File: config.mk
export PLATFORM = sky130hd
export DESIGN_NAME = ultrasonic_median_range_filter_flat
export DESIGN_NICKNAME = d
export VERILOG_FILES = /design/src/rtl/core/umrf_pkg.sv /design/src/rtl/core/umrf_if.sv /design/src/rtl/core/umrf_sample_ram.sv /design/src/rtl/core/umrf_median_select.sv /design/src/rtl/core/ultrasonic_median_range_filter.sv /design/src/flat_wrapper.sv
export SDC_FILE = /design/constraint.sdc
export NUM_CORES = 1
export LEC_CHECK = 0
export BUFFER_PORTS_ARGS = -buffer_cell sky130_fd_sc_hd__clkbuf_2
export CAP_MARGIN = 25
export CORE_MARGIN = 3
export CORE_UTILIZATION = 57
export DETAILED_ROUTE_END_ITERATION = 12
export PLACE_DENSITY = 0.73
export SLEW_MARGIN = 5
export SYNTH_ARGS = -nofsm -noshare
export SYNTH_HDL_FRONTEND = slang
export SYNTH_SLANG_ARGS = --single-unit
export TNS_END_PERCENT = 5
File: constraint.sdc
create_clock -name clock -period 7.45 [get_ports clock]
set_input_delay 1.1175 -clock clock [delete_from_list [all_inputs] [get_ports clock]]
set_output_delay 1.1175 -clock clock [all_outputs]
set_load 0.02 [all_outputs]
File: src/rtl/core/umrf_pkg.sv
// shared types and constants for the ultrasonic median range filter
// no dependencies; compiled first
`default_nettype none

package umrf_pkg;

   localparam int DIST_W    = 22;
   localparam int ECHO_W    = 16;
   localparam int LIMIT_W   = 21;
   localparam int PROD_W    = 21;
   localparam int CSR_IDX_W = 1;
   localparam int CSR_DATA_W = 21;

   typedef logic signed [DIST_W-1:0] distance_type;

   localparam distance_type MISS_DISTANCE = -22'sd1000;
   localparam logic [PROD_W-1:0] SCALE_PER_US = 21'd17;

   localparam logic [ECHO_W-1:0]  TIMEOUT_RESET = 16'd30000;
   localparam logic [LIMIT_W-1:0] LIMIT_RESET   = 21'd100000;

   localparam logic [CSR_IDX_W-1:0] CSR_TIMEOUT_US     = 1'b0;
   localparam logic [CSR_IDX_W-1:0] CSR_OBSTACLE_LIMIT = 1'b1;

   // control from the sequencer to the median unit
   typedef struct packed {
      logic load_en;
      logic start;
   } sel_ctrl_type;

   // status back from the median unit
   typedef struct packed {
      logic         busy;
      logic         done;
      distance_type median;
   } sel_status_type;

endpackage

`default_nettype wire

File: src/rtl/core/umrf_if.sv
// valid/ready channel interfaces for echo requests and median responses
// depends on umrf_pkg
`default_nettype none

interface umrf_req_if;
   logic        valid;
   logic        ready;
   logic [1:0]  sensor_index;
   logic [15:0] echo_width;

   modport source (output valid, output sensor_index, output echo_width, input ready);
   modport sink   (input valid, input sensor_index, input echo_width, output ready);
endinterface

interface umrf_rsp_if;
   logic                   valid;
   logic                   ready;
   logic [1:0]             sensor_id;
   umrf_pkg::distance_type median_distance;
   logic                   obstacle_any;

   modport source (output valid, output sensor_id, output median_distance,
                   output obstacle_any, input ready);
   modport sink   (input valid, input sensor_id, input median_distance,
                   input obstacle_any, output ready);
endinterface

`default_nettype wire

File: src/rtl/core/umrf_sample_ram.sv
// sample window storage: one write port, one read port, registered read data
// depends on umrf_pkg
`default_nettype none

module umrf_sample_ram #(
   parameter int DEPTH  = 15,
   parameter int ADDR_W = 4
) (
   input  wire                          clock,
   input  wire                          wr_en,
   input  wire [ADDR_W-1:0]             wr_addr,
   input  wire umrf_pkg::distance_type  wr_data,
   input  wire                          rd_en,
   input  wire [ADDR_W-1:0]             rd_addr,
   output umrf_pkg::distance_type       rd_data
);

   umrf_pkg::distance_type mem_ff [DEPTH];
   umrf_pkg::distance_type rd_data_ff;

   always_ff @(posedge clock) begin
      if (wr_en) begin
         mem_ff[wr_addr] <= wr_data;
      end
      if (rd_en) begin
         rd_data_ff <= mem_ff[rd_addr];
      end
   end

   assign rd_data = rd_data_ff;

endmodule

`default_nettype wire

File: src/rtl/core/umrf_median_select.sv
// rank-based median selection over a small window buffer, one candidate per cycle
// depends on umrf_pkg
`default_nettype none

module umrf_median_select #(
   parameter int WINDOW_SIZE = 5,
   parameter int CNT_W       = 3
) (
   input  wire                       clock,
   input  wire                       reset,
   input  wire umrf_pkg::sel_ctrl_type ctrl,
   input  wire [CNT_W-1:0]           load_idx,
   input  wire umrf_pkg::distance_type load_data,
   output umrf_pkg::sel_status_type  status
);

   localparam int RANK_W = $clog2(WINDOW_SIZE + 1);
   localparam logic [RANK_W-1:0] MID_RANK = RANK_W'(WINDOW_SIZE / 2);
   localparam logic [CNT_W-1:0]  LAST_CAND = CNT_W'(WINDOW_SIZE - 1);

   umrf_pkg::distance_type buf_ff [WINDOW_SIZE];
   umrf_pkg::distance_type median_ff;
   logic [CNT_W-1:0]       cand_ff;
   logic                   active_ff;
   logic                   done_ff;

   umrf_pkg::distance_type cand_val;
   logic [RANK_W-1:0]      less_cnt;
   logic [RANK_W-1:0]      leq_cnt;
   logic                   is_median;

   // count of entries strictly below and at-or-below the candidate
   always_comb begin
      cand_val = buf_ff[cand_ff];
      less_cnt = '0;
      leq_cnt  = '0;
      for (int j = 0; j < WINDOW_SIZE; j++) begin
         if (buf_ff[j] < cand_val) begin
            less_cnt = less_cnt + RANK_W'(1);
         end
         if (buf_ff[j] <= cand_val) begin
            leq_cnt = leq_cnt + RANK_W'(1);
         end
      end
      is_median = (less_cnt <= MID_RANK) && (leq_cnt > MID_RANK);
   end

   always_ff @(posedge clock) begin
      if (ctrl.load_en) begin
         buf_ff[load_idx] <= load_data;
      end
      if (active_ff && is_median) begin
         median_ff <= cand_val;
      end
   end

   always_ff @(posedge clock) begin
      if (reset) begin
         active_ff <= 1'b0;
         done_ff   <= 1'b0;
         cand_ff   <= '0;
      end else begin
         done_ff <= 1'b0;
         if (ctrl.start) begin
            active_ff <= 1'b1;
            cand_ff   <= '0;
         end else if (active_ff) begin
            if (cand_ff == LAST_CAND) begin
               active_ff <= 1'b0;
               done_ff   <= 1'b1;
            end else begin
               cand_ff <= cand_ff + CNT_W'(1);
            end
         end
      end
   end

   assign status.busy   = active_ff;
   assign status.done   = done_ff;
   assign status.median = median_ff;

endmodule

`default_nettype wire

File: src/rtl/core/ultrasonic_median_range_filter.sv
// sequence: an item that does not complete a window is stored and the block stays idle;
//   an item that completes one raises response valid after the window is reduced
//   (WINDOW_SIZE-1 sample ram reads, then one rank test per window entry)
// throughput: one item per cycle while windows fill; no request is taken until a closed window's response is registered
// reset: synchronous active high; counts cleared, latest medians set to no echo,
//   registers to their defaults; sample ram needs no clearing
`default_nettype none

module ultrasonic_median_range_filter #(
   parameter int SENSOR_COUNT = 3,
   parameter int WINDOW_SIZE  = 5
) (
   input  wire                                  clock,
   input  wire                                  reset,
   umrf_req_if.sink                             req_chan,
   umrf_rsp_if.source                           rsp_chan,
   input  wire                                  csr_write_en,
   input  wire [umrf_pkg::CSR_IDX_W-1:0]        csr_index,
   input  wire [umrf_pkg::CSR_DATA_W-1:0]       csr_wdata
);

   localparam int DEPTH  = SENSOR_COUNT * WINDOW_SIZE;
   localparam int ADDR_W = $clog2(DEPTH);
   localparam int CNT_W  = $clog2(WINDOW_SIZE);
   localparam int SENS_W = (SENSOR_COUNT > 1) ? $clog2(SENSOR_COUNT) : 1;
   localparam int SX_W   = SENS_W + 2;

   localparam logic [CNT_W-1:0] LAST_SLOT = CNT_W'(WINDOW_SIZE - 1);
   localparam logic [CNT_W-1:0] LAST_READ = CNT_W'(WINDOW_SIZE - 2);

   // one-hot sequencer states
   typedef enum logic [3:0] {
      ST_IDLE   = 4'b0001,
      ST_LOAD   = 4'b0010,
      ST_SELECT = 4'b0100,
      ST_FINISH = 4'b1000
   } state_type;

   state_type state_ff, state_in;

   // configuration registers
   logic [umrf_pkg::ECHO_W-1:0]  timeout_ff;
   logic [umrf_pkg::LIMIT_W-1:0] limit_ff;

   // per-sensor control state
   logic [CNT_W-1:0]       count_ff [SENSOR_COUNT];
   logic [CNT_W-1:0]       count_in [SENSOR_COUNT];
   umrf_pkg::distance_type last_med_ff [SENSOR_COUNT];
   umrf_pkg::distance_type last_med_in [SENSOR_COUNT];

   // window being reduced
   logic [SENS_W-1:0] sensor_ff, sensor_in;
   logic [CNT_W-1:0]  rd_idx_ff, rd_idx_in;
   logic              rd_pend_ff, rd_pend_in;
   logic [CNT_W-1:0]  pend_idx_ff, pend_idx_in;
   logic              start_ff, start_in;

   // response register
   logic                   rsp_valid_ff, rsp_valid_in;
   logic [SENS_W-1:0]      rsp_sensor_ff;
   umrf_pkg::distance_type rsp_median_ff;
   logic                   rsp_flag_ff;

   // request decode
   logic                          accept;
   logic [SX_W-1:0]               req_sensor_wide;
   logic [SENS_W-1:0]             req_sensor;
   logic                          in_range;
   logic [CNT_W-1:0]              req_count;
   logic [umrf_pkg::PROD_W-1:0]   scaled;
   logic                          is_miss;
   umrf_pkg::distance_type        sample_dist;

   // ram ports
   logic                   wr_en;
   logic [ADDR_W-1:0]      wr_addr;
   logic                   rd_en;
   logic [ADDR_W-1:0]      rd_addr;
   umrf_pkg::distance_type rd_data;

   // median unit
   umrf_pkg::sel_ctrl_type   sel_ctrl;
   umrf_pkg::sel_status_type sel_status;
   logic [CNT_W-1:0]         load_idx;
   umrf_pkg::distance_type   load_data;

   logic             finish_fire;
   logic             flag_next;
   logic [SX_W-1:0]  rsp_sensor_wide;

   assign req_chan.ready = (state_ff == ST_IDLE);
   assign accept = req_chan.valid && req_chan.ready;

   assign req_sensor_wide = SX_W'(req_chan.sensor_index);
   assign req_sensor      = req_sensor_wide[SENS_W-1:0];
   assign in_range        = req_sensor_wide < SX_W'(SENSOR_COUNT);
   assign req_count       = count_ff[req_sensor];

   // distance in 0.001 cm: width * 17, or the miss code
   assign scaled  = umrf_pkg::PROD_W'(req_chan.echo_width) * umrf_pkg::SCALE_PER_US;
   assign is_miss = (req_chan.echo_width == '0) || (req_chan.echo_width > timeout_ff);
   assign sample_dist = is_miss ? umrf_pkg::MISS_DISTANCE
                                : umrf_pkg::distance_type'({1'b0, scaled});

   // a filling sample goes to ram; the closing sample bypasses it straight into
   // the median buffer, so ram writes and reads never touch the same entry at once
   assign wr_en   = accept && in_range && (req_count != LAST_SLOT);
   assign wr_addr = ADDR_W'(req_sensor) * ADDR_W'(WINDOW_SIZE) + ADDR_W'(req_count);

   assign rd_en   = (state_ff == ST_LOAD);
   assign rd_addr = ADDR_W'(sensor_ff) * ADDR_W'(WINDOW_SIZE) + ADDR_W'(rd_idx_ff);

   // buffer load: closing sample on acceptance, ram entries in the cycle after their read
   always_comb begin
      sel_ctrl.start = start_ff;
      if (accept && in_range && (req_count == LAST_SLOT)) begin
         sel_ctrl.load_en = 1'b1;
         load_idx         = LAST_SLOT;
         load_data        = sample_dist;
      end else begin
         sel_ctrl.load_en = rd_pend_ff;
         load_idx         = pend_idx_ff;
         load_data        = rd_data;
      end
   end

   assign finish_fire = (state_ff == ST_FINISH) && (!rsp_valid_ff || rsp_chan.ready);

   // obstacle flag over all latest medians, this sensor's one already replaced
   always_comb begin
      umrf_pkg::distance_type m;
      flag_next = 1'b0;
      for (int s = 0; s < SENSOR_COUNT; s++) begin
         m = (SENS_W'(s) == sensor_ff) ? sel_status.median : last_med_ff[s];
         if ((m > 0) && (m < umrf_pkg::distance_type'({1'b0, limit_ff}))) begin
            flag_next = 1'b1;
         end
      end
   end

   // sequencer
   always_comb begin
      state_in    = state_ff;
      sensor_in   = sensor_ff;
      rd_idx_in   = rd_idx_ff;
      rd_pend_in  = 1'b0;
      pend_idx_in = rd_idx_ff;
      start_in    = 1'b0;
      for (int s = 0; s < SENSOR_COUNT; s++) begin
         count_in[s]    = count_ff[s];
         last_med_in[s] = last_med_ff[s];
      end
      case (state_ff)
         ST_IDLE: begin
            if (accept && in_range) begin
               if (req_count == LAST_SLOT) begin
                  sensor_in = req_sensor;
                  rd_idx_in = '0;
                  state_in  = ST_LOAD;
               end else begin
                  count_in[req_sensor] = req_count + CNT_W'(1);
               end
            end
         end
         ST_LOAD: begin
            // read issued this cycle lands in the buffer next cycle
            rd_pend_in = 1'b1;
            rd_idx_in  = rd_idx_ff + CNT_W'(1);
            if (rd_idx_ff == LAST_READ) begin
               start_in = 1'b1;
               state_in = ST_SELECT;
            end
         end
         ST_SELECT: begin
            if (sel_status.done) begin
               state_in = ST_FINISH;
            end
         end
         ST_FINISH: begin
            // hold here while the previous response is still unclaimed
            if (finish_fire) begin
               count_in[sensor_ff]    = '0;
               last_med_in[sensor_ff] = sel_status.median;
               state_in               = ST_IDLE;
            end
         end
         default: begin
            state_in = ST_IDLE;
         end
      endcase
   end

   assign rsp_valid_in = finish_fire ? 1'b1 : (rsp_chan.ready ? 1'b0 : rsp_valid_ff);

   always_ff @(posedge clock) begin
      if (reset) begin
         state_ff     <= ST_IDLE;
         rd_pend_ff   <= 1'b0;
         start_ff     <= 1'b0;
         rsp_valid_ff <= 1'b0;
         timeout_ff   <= umrf_pkg::TIMEOUT_RESET;
         limit_ff     <= umrf_pkg::LIMIT_RESET;
         for (int s = 0; s < SENSOR_COUNT; s++) begin
            count_ff[s]    <= '0;
            last_med_ff[s] <= umrf_pkg::MISS_DISTANCE;
         end
      end else begin
         state_ff     <= state_in;
         rd_pend_ff   <= rd_pend_in;
         start_ff     <= start_in;
         rsp_valid_ff <= rsp_valid_in;
         for (int s = 0; s < SENSOR_COUNT; s++) begin
            count_ff[s]    <= count_in[s];
            last_med_ff[s] <= last_med_in[s];
         end
         // register writes, unused indexes fall through
         if (csr_write_en) begin
            case (csr_index)
               umrf_pkg::CSR_TIMEOUT_US: begin
                  timeout_ff <= csr_wdata[umrf_pkg::ECHO_W-1:0];
               end
               umrf_pkg::CSR_OBSTACLE_LIMIT: begin
                  limit_ff <= csr_wdata[umrf_pkg::LIMIT_W-1:0];
               end
               default: begin
               end
            endcase
         end
      end
   end

   // payload registers
   always_ff @(posedge clock) begin
      sensor_ff   <= sensor_in;
      rd_idx_ff   <= rd_idx_in;
      pend_idx_ff <= pend_idx_in;
      if (finish_fire) begin
         rsp_sensor_ff <= sensor_ff;
         rsp_median_ff <= sel_status.median;
         rsp_flag_ff   <= flag_next;
      end
   end

   assign rsp_sensor_wide          = SX_W'(rsp_sensor_ff);
   assign rsp_chan.valid           = rsp_valid_ff;
   assign rsp_chan.sensor_id       = rsp_sensor_wide[1:0];
   assign rsp_chan.median_distance = rsp_median_ff;
   assign rsp_chan.obstacle_any    = rsp_flag_ff;

   umrf_sample_ram #(
      .DEPTH  (DEPTH),
      .ADDR_W (ADDR_W)
   ) u_ram (
      .clock   (clock),
      .wr_en   (wr_en),
      .wr_addr (wr_addr),
      .wr_data (sample_dist),
      .rd_en   (rd_en),
      .rd_addr (rd_addr),
      .rd_data (rd_data)
   );

   umrf_median_select #(
      .WINDOW_SIZE (WINDOW_SIZE),
      .CNT_W       (CNT_W)
   ) u_select (
      .clock     (clock),
      .reset     (reset),
      .ctrl      (sel_ctrl),
      .load_idx  (load_idx),
      .load_data (load_data),
      .status    (sel_status)
   );

   // ram is written only while collecting samples
   a_write_in_idle: assert property (@(posedge clock) disable iff (reset)
      wr_en |-> (state_ff == ST_IDLE))
      else $error("sample ram written outside idle");

   // read data only arrives while the window is being loaded or just after
   a_read_window: assert property (@(posedge clock) disable iff (reset)
      rd_pend_ff |-> ((state_ff == ST_LOAD) || (state_ff == ST_SELECT)))
      else $error("stray sample ram read data");

   // median unit reports completion only to a waiting sequencer
   a_done_in_select: assert property (@(posedge clock) disable iff (reset)
      sel_status.done |-> (state_ff == ST_SELECT))
      else $error("median done outside select");

   // a finished window always shows a response and an emptied count
   a_finish_response: assert property (@(posedge clock) disable iff (reset)
      finish_fire |=> (rsp_valid_ff && (count_ff[$past(sensor_ff)] == '0)))
      else $error("finished window without response");

endmodule

`default_nettype wire
File: src/flat_wrapper.sv
// flat-port wrapper written by rule: the top's interface ports become plain ports
module ultrasonic_median_range_filter_flat 
#(
   parameter int SENSOR_COUNT = 3,
   parameter int WINDOW_SIZE  = 5
)
  (clock, reset, csr_write_en, csr_index, csr_wdata, req_chan_valid, req_chan_sensor_index, req_chan_echo_width, req_chan_ready, rsp_chan_valid, rsp_chan_sensor_id, rsp_chan_median_distance, rsp_chan_obstacle_any, rsp_chan_ready);
  umrf_req_if req_chan_i ();
  umrf_rsp_if rsp_chan_i ();
  input  wire clock;
  input  wire reset;
  input  wire csr_write_en;
  input  wire [umrf_pkg::CSR_IDX_W-1:0] csr_index;
  input  wire [umrf_pkg::CSR_DATA_W-1:0] csr_wdata;
  input wire logic [$bits(req_chan_i.valid)-1:0] req_chan_valid;
  input wire logic [$bits(req_chan_i.sensor_index)-1:0] req_chan_sensor_index;
  input wire logic [$bits(req_chan_i.echo_width)-1:0] req_chan_echo_width;
  output wire logic [$bits(req_chan_i.ready)-1:0] req_chan_ready;
  output wire logic [$bits(rsp_chan_i.valid)-1:0] rsp_chan_valid;
  output wire logic [$bits(rsp_chan_i.sensor_id)-1:0] rsp_chan_sensor_id;
  output wire logic [$bits(rsp_chan_i.median_distance)-1:0] rsp_chan_median_distance;
  output wire logic [$bits(rsp_chan_i.obstacle_any)-1:0] rsp_chan_obstacle_any;
  input wire logic [$bits(rsp_chan_i.ready)-1:0] rsp_chan_ready;
  assign req_chan_i.valid = req_chan_valid;
  assign req_chan_i.sensor_index = req_chan_sensor_index;
  assign req_chan_i.echo_width = req_chan_echo_width;
  assign req_chan_ready = req_chan_i.ready;
  assign rsp_chan_valid = rsp_chan_i.valid;
  assign rsp_chan_sensor_id = rsp_chan_i.sensor_id;
  assign rsp_chan_median_distance = rsp_chan_i.median_distance;
  assign rsp_chan_obstacle_any = rsp_chan_i.obstacle_any;
  assign rsp_chan_i.ready = rsp_chan_ready;
  ultrasonic_median_range_filter #(.SENSOR_COUNT(SENSOR_COUNT), .WINDOW_SIZE(WINDOW_SIZE)) u_core (.clock(clock), .reset(reset), .req_chan(req_chan_i), .rsp_chan(rsp_chan_i), .csr_write_en(csr_write_en), .csr_index(csr_index), .csr_wdata(csr_wdata));
endmodule
==> key figures <==
Floorplanning
  – Row Count: 88
  – Initial Util: 0.578
  – IO Pins: between 70 and 80
  – DIE AREA: about 0.062 sq mm
  – Die width: 248 um
  – Die Span Y: 248 um
  – Core area: 0.0579 sq mm

Logic synthesis
  – Syn Nets: 2752
  – Yosys warns: 0
  – Dominant cells by area after synthesis: edfxtp_1 (52%), ha_1 (8.6%), dfxtp_1 (7.8%)
  – Largest area contributor in the netlist: edfxtp_1
  – Dominant synthesized flop cell: edfxtp_1
  – Mapped Area: 0.0335 sq mm
  – Post-synthesis compound-gate area fraction: 0.0682
  – Main combinational cell family by area after synthesis: multiplexers
  – Post-synthesis mux area share: 0.114
  – Area share of fa/ha/maj cells after synthesis: 0.0881
  – Async S/R FF share, synth: 0
  – Sequential-to-total area share from yosys stat: 0.598
  – Flops & latches, synth: 710
  – Syn Inst Count: around 2500
  – Syn avg cell area: approximately 14 sq um
  – Yosys top cell area share: 0.520
  – Number of synthesized flops with an enable pin: 580
  – Synth cell types: between 70 and 80
  – Synth Area in XOR/XNOR: 0.00732
  – Synth Area in Simple Gates: 0.0998

STA
  – Unrepaired setup endpoints after global routing: no
  – Setup ws final: approximately 0.6 ns
  – Final Max Tran Viols: 0
  – Final period util: 0.919
  – Relative slew slack: 0.294
  – Min cycle time layout: 6.85 ns
  – Worst slew pin tran: 1.05 ns
  – Fin. Hold Viols: 0
  – Finish-stage setup viols: 0
  – Fmax: approximately 150 MHz
  – Final Skew: 0.0506 ns
  – TNS Setup: 0 ns

Setup path
  – CP dominant cell by count: ha_1
  – Kind of critical path: flip-flop to flip-flop
  – R2R Setup Slk: 0.60 ns
  – Crit-path max cell delay: approximately 0.59 ns
  – CP max stage cell: dfxtp_2
  – Crit path DAT: 7.13 ns
  – Worst Setup End Kind: flip-flop
  – WP buf/inv: 4
  – Crit-path max FO: 22
  – Critical path's top delay family: multiplexers
  – Req. time, crit path: 7.73 ns
  – CP Launch Type: flip-flop
  – CP cell instances: buf_12 -> mux4_2 -> mux2i_1 -> ha_1 -> a21o_1 -> a21o_1 -> a21oi_1 -> o211ai_1 -> or2_1 -> xnor2_1 -> ha_1 -> xnor2_1 -> inv_1 -> ha_1 -> mux2_2 -> ha_1 -> inv_1 -> a311oi_2 -> xnor2_1 -> nor4b_1 -> o211ai_1 -> a211oi_4 -> buf_4
  – FF-to-FF End: u_core.u_select.median_ff[6]
  – R2r worst-path depth: 23

Cells and area
  – Post-layout util: 0.650
  – Share of layout cells above drive strength 1: 0.175
  – Area grow syn2layout: 12.5%
  – Non-Filler Cell Area, Final: 0.0377 sq mm
  – Nets: 2865

Power
  – Logic pwr share: 0.040
  – Sequential power share: 0.507
  – Power, Total: roughly 8600 uW
  – Leak: 0.0138 uW
  – Clock power frac: 0.453
  – Switching Share: 0.211
  – Max VDD drop: 0.280 mV
  – PwrDens: 229 mW/mm^2
  – Net Sw Power: between 1500 and 2000 uW
  – P_int: about 7000 uW

Clocking
  – Root Driver: clkbuf_16
  – Skew-Pair Late Insertion Delay: 0.64 ns
  – Reg clk slew, reported paths: 0.06 ns
  – CTS tree: yes
  – Clock Sinks: 710
  – Post_cts resized: 0
  – CTS Hold Buffers Added: 0
  – CTS Buf Count: between 70 and 80
  – Htree depth: 3
  – Clk buf depth: 3
  – Post-CTS Setup Bufs: 0

Detailed routing
  – WL/cell: ~24 um
  – Final antenna-violating net count: 0
  – Initial DRC count: 1931
  – Vias: 21200
  – Final WL: between 80 and 90 mm
  – Pre-Repair DR Iteration Count: 7
  – Vias per cell: between 6 and 7
  – # DRC: 0

Global route
  – First-pass GRT wire length: about 130 mm
  – Number of global-route vias before repair: 21200
  – Pin count of the biggest net entering global routing: 98
  – Gr usage total: 0.276
  – Initial antenna violation count: 10
  – Total congestion overflow: 0

Placed design
  – Dpl cell area: 0.0350 sq mm
  – RD Place Congestion: 0.950
  – DP HPWL: 55.0 mm
  – DP Worst Slack: 0.646 ns
  – Port Buffers: 71

Min path
  – Worst hold path class: flip-flop to flip-flop
  – Worst Hold Path EP: u_core.pend_idx_ff[1]
  – Hold-critical path depth: 0
  – HP Start: u_core.pend_idx_in[1]

Flow run
  – Max Cap Viol: 0

Run status
  – Outcome: finished clean
==> cells in the mapped netlist, drive strengths merged (11+ instances only) <==
cell / count
xnor2: 17
edfxtp: 580
inv: 116
clkbuf: 74
mux4: 113
a21o: 40
nand4: 38
a21oi: 155
mux2: 52
buf: 25
nand2: 331
dfxtp: 130
o21ai: 38
a31oi: 14
nor2: 110
xor2: 11
nand3b: 53
nand3: 20
a211oi: 30
mux2i: 69
ha: 231
nor3: 26
nand2b: 21
nor2b: 30
nor4: 20
==> how the worst max path moves through the flow <==
stage / endpoint / depth (start not counted) / start
finish: u_core.u_select.median_ff[6] / 23 / flip-flop
global route: u_core.u_select.median_ff[6] / 23 / flip-flop
CTS: u_core.u_select.median_ff[6] / 23 / flip-flop
detailed placement: u_core.u_select.median_ff[9] / 23 / flip-flop
global placement: u_core.u_select.median_ff[6] / 23 / flip-flop
floorplan: u_core.u_select.median_ff[0] / 23 / flip-flop
==> cell type report <==
cell class	count	area, sq um
diodes	3	7.51
clock buffers	95	1960
clock inverters	38	632
fillers	4173	20200
inverters	116	435
multi-input cells	1548	12800
flip-flops and latches	710	20000
well taps	765	957
repair buffers	136	863
==> worst reg2reg max path: stages (launching register included) <==
cell	delay, ns
dfxtp_2	0.59
buf_12	0.25
mux4_2	0.53
mux2i_1	0.47
ha_1	0.34
a21o_1	0.18
a21o_1	0.16
a21oi_1	0.16
o211ai_1	0.17
or2_1	0.28
xnor2_1	0.47
ha_1	0.36
xnor2_1	0.30
inv_1	0.08
ha_1	0.30
mux2_2	0.26
ha_1	0.18
inv_1	0.06
a311oi_2	0.05
xnor2_1	0.24
nor4b_1	0.27
o211ai_1	0.17
a211oi_4	0.24
buf_4	0.34
==> registers in the layout, summed over array words and instances (netlist names), named ones only <==
signal / count
u_core.u_select.done_ff: 1
u_core.u_ram.rd_data: 22
u_core.last_med_ff: 66
u_core.rd_pend_ff: 1
u_core.rsp_chan.sensor_id: 2
u_core.sensor_ff: 2
u_core.u_select.active_ff: 1
u_core.rsp_chan.valid: 1
u_core.u_ram.mem_ff: 330
u_core.rsp_chan.median_distance: 22
u_core.pend_idx_ff: 3
u_core.timeout_ff: 16
u_core.rsp_chan.obstacle_any: 1
u_core.u_select.buf_ff: 176
u_core.pend_idx_in: 3
u_core.state_ff: 4
u_core.count_ff: 9
u_core.start_ff: 1
u_core.u_select.median_ff: 22
u_core.limit_ff: 21
u_core.u_select.cand_ff: 3
==> power by group through the flow <==
stage          Combinational (uW)  Clock [uW]  Sequential (uW)
5_1_grt                       380        4130             4380
2_1_floorplan                 214           0             4450
4_1_cts                       338        3970             4380
3_5_place_dp                  334           0             4460
3_3_place_gp                  315           0             4460
6_report                      342        3910             4380
==> cell families (layout without fill, tap and decap cells) <==
| logic type | count (synthesis) | in the layout |
|---|---|---|
| compound gates | 358 | 358 |
| xor+xnor | 28 | 28 |
| fa+ha+maj | 234 | 234 |
| buf+inv | 215 | 385 |
| flops | 710 | 710 |
| mux | 234 | 234 |
| other cells | 0 | 3 |
| simple gates | 694 | 694 |
==> cell usage in the layout (no fill, tap or decap), drive strengths merged, types with 5 or more instances in the layout <==
cell type	synthesis	routed
nor4b	5	5
dfxtp	130	130
clkinv	0	16
edfxtp	580	580
mux4	113	113
ha	231	231
nor4	20	20
mux2	52	52
nand4	38	38
and2	7	7
a21o	40	40
nor2b	30	30
a21oi	155	155
mux2i	69	69
nor3b	5	5
inv	116	120
xor2	11	11
clkinvlp	0	5
o31ai	9	9
and4	6	6
a211oi	30	30
nand2b	21	21
o211ai	6	6
a22oi	8	8
nand3b	53	53
xnor2	17	17
and3	5	5
buf	25	64
clkbuf	74	167
a21boi	6	6
o21ai	38	38
nand2	331	331
a31oi	14	14
nor2	110	110
a211o	8	8
o21a	10	10
or2	8	8
nand3	20	20
bufinv	0	13
nor3	26	26
==> metrics by stage <==
step | cells | hold slack (ns)
floorplan | 2473 | 0.376
detailed placement | 3269 | 0.410
global route | 3408 | 0.437
CTS | 3402 | 0.426
global placement | 3269 | 0.407
finish | 3411 | 0.422
==> layer usage <==
metal,track usage,wire [um],up-vias
li1,-,-,9577
met2,0.452,40300,899
met5,0,123,-
met3,0.0555,6520,201
met1,0.372,33900,10500
met4,0.0927,2780,16
Note: power is estimated with default switching activity, not from simulation.
